File: src/hw/rtl/isotropic_damage_stress_update_macros.svh
// assertion macros for the damage stress update block
`ifndef ISOTROPIC_DAMAGE_STRESS_UPDATE_MACROS_SVH
`define ISOTROPIC_DAMAGE_STRESS_UPDATE_MACROS_SVH

// same-cycle implication
`define IDSU_ASSERT_NOW(lbl, clk, rst, ante, cons) \
   lbl: assert property (@(posedge clk) disable iff (rst) (ante) |-> (cons)) \
      else $error("idsu assertion failed");

// next-cycle implication
`define IDSU_ASSERT_NEXT(lbl, clk, rst, ante, cons) \
   lbl: assert property (@(posedge clk) disable iff (rst) (ante) |=> (cons)) \
      else $error("idsu assertion failed");

`endif

File: src/hw/rtl/idsu_pkg.sv
// types and constants shared by the damage stress update block
package idsu_pkg;

   localparam int unsigned WORD_W = 32;
   localparam int unsigned DMG_W  = 17;
   localparam int unsigned SIG_W  = 40;
   localparam int unsigned IDX_W  = 8;
   localparam int unsigned QUO_W  = 16;
   localparam int unsigned REM_W  = 32;
   localparam int unsigned PAR_W  = 31;

   localparam logic [DMG_W-1:0] ONE_Q16 = 17'd65536;

   localparam logic [IDX_W-1:0] REG_LAMBDA    = 8'd0;
   localparam logic [IDX_W-1:0] REG_SHEAR     = 8'd1;
   localparam logic [IDX_W-1:0] REG_THRESHOLD = 8'd2;
   localparam logic [IDX_W-1:0] REG_SOFTENING = 8'd3;

   typedef struct packed {
      logic signed [WORD_W-1:0] strain_xx;
      logic signed [WORD_W-1:0] strain_xy;
      logic signed [WORD_W-1:0] strain_xz;
      logic signed [WORD_W-1:0] strain_yx;
      logic signed [WORD_W-1:0] strain_yy;
      logic signed [WORD_W-1:0] strain_yz;
      logic signed [WORD_W-1:0] strain_zx;
      logic signed [WORD_W-1:0] strain_zy;
      logic signed [WORD_W-1:0] strain_zz;
      logic [DMG_W-1:0]         damage_in;
   } req_word_type;

   typedef struct packed {
      logic signed [WORD_W-1:0] stress_xx;
      logic signed [WORD_W-1:0] stress_yy;
      logic signed [WORD_W-1:0] stress_zz;
      logic signed [WORD_W-1:0] stress_xy;
      logic signed [WORD_W-1:0] stress_xz;
      logic signed [WORD_W-1:0] stress_yz;
      logic [DMG_W-1:0]         damage_out;
   } rsp_word_type;

   typedef struct packed {
      logic [IDX_W-1:0]  index;
      logic [WORD_W-1:0] value;
   } csr_word_type;

   // stresses and damage decision carried alongside the divider
   typedef struct packed {
      logic [5:0][SIG_W-1:0] sig;
      logic [DMG_W-1:0]      dmg;
      logic                  grow;
      logic                  big;
   } side_type;

   typedef struct packed {
      logic advance;
      logic valid;
   } pipe_ctl_type;

endpackage

File: src/hw/rtl/idsu_div.sv
// pipelined restoring divider, one quotient bit per stage, sideband carried along
module idsu_div (
   input  logic                        clock,
   input  logic                        reset,
   input  idsu_pkg::pipe_ctl_type      ctl,
   input  logic [idsu_pkg::PAR_W-1:0]  divisor,
   input  logic [idsu_pkg::PAR_W-1:0]  rem_start,
   input  idsu_pkg::side_type          side_start,
   output logic                        out_valid,
   output logic [idsu_pkg::QUO_W-1:0]  out_quo,
   output idsu_pkg::side_type          out_side
);
   import idsu_pkg::*;

   logic [QUO_W-1:0]             vld_ff;
   logic [QUO_W-1:0][REM_W-1:0]  rem_ff;
   logic [QUO_W-1:0][QUO_W-1:0]  quo_ff;
   side_type [QUO_W-1:0]         side_ff;

   for (genvar k = 0; k < QUO_W; k++) begin : g_step
      logic [REM_W-1:0] rem_prev;
      logic [QUO_W-1:0] quo_prev;
      side_type         side_prev;
      logic             vld_prev;
      logic [REM_W-1:0] twice;
      logic             fits;
      logic [REM_W-1:0] rem_in;
      logic [QUO_W-1:0] quo_in;

      if (k == 0) begin : g_first
         assign rem_prev  = {1'b0, rem_start};
         assign quo_prev  = '0;
         assign side_prev = side_start;
         assign vld_prev  = ctl.valid;
      end else begin : g_next
         assign rem_prev  = rem_ff[k-1];
         assign quo_prev  = quo_ff[k-1];
         assign side_prev = side_ff[k-1];
         assign vld_prev  = vld_ff[k-1];
      end

      always_comb begin
         twice  = {rem_prev[REM_W-2:0], 1'b0};
         fits   = twice >= {1'b0, divisor};
         rem_in = fits ? twice - {1'b0, divisor} : twice;
         quo_in = {quo_prev[QUO_W-2:0], fits};
      end

      always_ff @(posedge clock) begin
         if (reset) begin
            vld_ff[k] <= 1'b0;
         end else if (ctl.advance) begin
            vld_ff[k] <= vld_prev;
         end
         if (ctl.advance) begin
            rem_ff[k]  <= rem_in;
            quo_ff[k]  <= quo_in;
            side_ff[k] <= side_prev;
         end
      end
   end

   assign out_valid = vld_ff[QUO_W-1];
   assign out_quo   = quo_ff[QUO_W-1];
   assign out_side  = side_ff[QUO_W-1];

endmodule

File: config.mk
export PLATFORM = sky130hd
export DESIGN_NAME = idsu_div
export DESIGN_NICKNAME = d
export VERILOG_FILES = /design/src/hw/rtl/isotropic_damage_stress_update_macros.svh /design/src/hw/rtl/idsu_pkg.sv /design/src/hw/rtl/idsu_div.sv
export SDC_FILE = /design/constraint.sdc
export NUM_CORES = 2
export LEC_CHECK = 0
export BUFFER_PORTS_ARGS = -buffer_cell sky130_fd_sc_hd__buf_2
export CAP_MARGIN = 20
export CORE_ASPECT_RATIO = 0.6
export CORE_UTILIZATION = 28
export CTS_BUF_LIST = sky130_fd_sc_hd__clkbuf_4 sky130_fd_sc_hd__clkbuf_8
export CTS_CLUSTER_DIAMETER = 30
export DETAILED_ROUTE_END_ITERATION = 10
export GPL_TIMING_DRIVEN = 0
export PLACE_DENSITY_LB_ADDON = 0.1
export REMOVE_ABC_BUFFERS = 1
export SLEW_MARGIN = 20
export SYNTH_ARGS = -nofsm -noshare
export SYNTH_HDL_FRONTEND = slang
export SYNTH_SLANG_ARGS = --single-unit
File: constraint.sdc
create_clock -name clock -period 6.9 [get_ports clock]
set_clock_uncertainty 0.05 [all_clocks]
set_input_delay 1.035 -clock clock [delete_from_list [all_inputs] [get_ports clock]]
set_output_delay 1.035 -clock clock [all_outputs]
set_load 0.02 [all_outputs]
==> impl_results.md <==
* Outcome: finished clean
* GPL Wtd Cong at 0.8344
* Power Dens Cells at 391.1 mW/mm^2
* Root cell of the clock tree: clkbuf_8
* Cell variety after synth at 88
* Area leader, netlist: edfxtp_1
* Core footprint at 0.6094 mm^2
* Fill cells at 57720
* Worst-path maximum fanout at 61
* RSZ-0062 raised after global routing: false
* First-pass GRT wire length at 479700 um
* Max Freq at 0.1781 GHz
* Final TNS setup at 0 ps
* Top cell type's share of synthesized area at 83.16%
* Leakage at 73.45 nW
* Hold Vio Cnt, Final at 0
* Initial antenna violation count at 44
* Reg clk slew, reported paths at 60 ps
* Max Slew Vio Count at 0
* Area of the multi-input gates at 0.02761 mm^2
* Largest net degree at the start of global routing at 149
* Layout area overhead at 20.93%
* Post-synth EDFFs at 4745
* Die Area at 0.6151 mm^2
* Synth area leaders: edfxtp_1 83%, ha_1 3.6%, a21oi_1 1.5%
* Max-cap violations at 0
* Die Span Y at 607.9 um
* Placed Cells at 17570
* Antenna-violating nets left at 0
* CTS Hold Bufs at 256
* Final Cycle Share at 81.39%
* Pre-Repair DR Iteration Count at 6
* HPWL Detailed at 198700 um
* Vias in the first global route at 82990
* Post-CTS Setup Inserts at 0
* DRC at 0
* Commonest non-fill, non-tap cells in the layout: 4745 x edfxtp_1, 875 x clkbuf_8, 599 x buf_2
* Vias at 80990
* Final non-filler cell total at 19410
* Cells after Synth at 8817
* Worst-Margin Slew at 970.8 ps
* Relative slew slack at 35.28%
* Tot GR Track Use at 9.909%
* Aggregate global routing overflow at 0
* Die width at 1012 um
* Share of cells above drive strength 1 at 21.43%
* Clock Sinks at 4761
* Via density at 4.173
* Worst vdd ir at 0.0001650 V
* Storage cell area at 0.1428 mm^2
* Row count at 222
* PortBufs at 600
* Commonest non-fill, non-tap cell in the layout: edfxtp_1
* Clk buf depth at 5
* Worst hold path class: primary input to flop
* Initial core utilization at 28.11%
* Finish-stage setup viols at 0
* Post-layout net count at 11360
* DRT Wirelength at 316200 um
* Crit end category: flop
* Top FF cell, synth: edfxtp_1
* # IOs at 601
* CTS tree: done
* H-tree lvl count at 6
* Worst skew pair latency at 1120 ps
* Async set-or-reset flop fraction in the synthesized netlist at 0%
* Synthesized area at 0.1713 mm^2
* Post-CTS sizing at 0
* Cts bufs inserted at 866
* Sequential area share after synthesis at 83.35%
* Number of DRC markers in iteration 0 at 5720
* CP startpoint kind: primary input
* Post-Syn Area per Cell at 19.43 um^2
* Crit path required time at 7650 ps
* Avg WL per Cell at 16.29 um
* Setup Crit Path Kind: primary input to flop
* Crit path arrival time at 6370 ps
* YS warnings at 0
* Seq cells post-synth at 4761
* Min Tclk post-route at 5616 ps
through the flow:
step | hold WS (ps) | util, % | instance area [um^2] | power [mW] | setup WS [ps]
final | 158.1 | 34.00 | 207200 | 81.03 | 1284
after global routing | 13.09 | 33.99 | 207200 | 85.85 | 1117
after CTS | 0.3845 | 33.99 | 207100 | 82.66 | 1353
after detailed placement | 354.5 | 30.59 | 186400 | 53.76 | 112.0
after global placement | 350.0 | 30.20 | 184100 | 56.87 | -76230
after floorplan | 350.3 | - | 170800 | 48.50 | -483.3
routing by layer:
metal | vias to the layer above | wire, um | global-route usage, %
met1 | 39530 | 154300 | 14.02
met3 | 963 | 16540 | 2.585
li1 | 38470 | - | -
met5 | - | 13 | 0
met4 | 2 | 11370 | 4.014
met2 | 2028 | 133900 | 14.46
report_power, final:
| part | leakage, nW | internal (mW) | switching, mW |
|---|---|---|---|
| clock network | 9.37 | 15.9 | 11.9 |
| logic | 17.5 | 6.83 | 9.17 |
| registers | 46.5 | 35.9 | 1.36 |
| total | 73.4 | 58.6 | 22.4 |
synthesized netlist by cell type, types with 7 or more instances:
library cell	number
a211o_1	11
a211oi_1	41
a21boi_0	15
a21o_1	233
a21oi_1	516
a221oi_1	7
a311o_1	7
a31o_2	16
a31oi_1	60
a41oi_1	7
and2_1	28
and3_1	31
and4_1	15
buf_1	8
buf_2	18
clkbuf_1	84
dfxtp_1	16
edfxtp_1	4745
fa_1	15
ha_1	495
inv_1	139
mux2_2	213
mux2i_1	23
nand2_1	292
nand2b_1	53
nand3_1	75
nand4_1	68
nor2_1	384
nor2b_1	64
nor3_1	66
nor4_1	14
o211ai_1	18
o21a_1	72
o21ai_0	292
o21bai_1	55
o22ai_1	9
o311ai_0	7
o31a_1	18
o31ai_1	21
or2_2	21
or3_1	27
xnor2_1	245
xor2_1	150
path summary, 6_finish.rpt:
| kind | cells past startpoint | end | startpoint | slack, ps |
|---|---|---|---|---|
| min | 1 | g_step[1].side_prev[82] | side_start[82] | 160 |
| max reg2reg | 10 | g_step[5].rem_prev[1] | g_step[4].rem_prev[0] | 2010 |
| min reg2reg | 0 | g_step[7].side_prev[32] | g_step[6].side_prev[32] | 300 |
| max | 13 | g_step[5].rem_prev[1] | divisor[0] | 1280 |
worst max-delay path, cell delays in order:
cell and delay [ps]:
buf_2 650, inv_4 260, buf_16 260, fa_1 490, a211oi_1 330, o21ai_0 180, a2111oi_0 770, o31ai_1 220
a21oi_1 400, a21oi_1 120, o21ai_0 470, a31o_4 640, mux2_2 420
sequential cells by signal (all words and copies together) (netlist names):
register,flops
g_step.vld_prev,15
out_valid,1
out_side,259
g_step.quo_prev,120
g_step.rem_prev,465
out_quo,16
g_step.side_prev,3885
layout make-up:
cell class	count	share of cell area, %
multi-input combinational	3799	13.33
antenna	16	0.01932
inverter	140	0.2561
timing repair buffer	955	3.774
clock buffer	1077	6.544
tap	8176	4.937
sequential	4761	68.93
clock inverter	485	2.214
cells by family after synthesis:
logic type / count (synthesis) / share of synthesized area, %
XOR/XNOR: 395 / 2.019
AO/OA/AOI/OAI: 1488 / 5.465
multiplexers: 236 / 1.534
adder cells (fa/ha/maj): 510 / 3.790
flip-flops: 4761 / 83.35
buffers and inverters: 257 / 0.5981
AND/OR/NAND/NOR: 1170 / 3.242
Power figures use the tool's default switching activity.
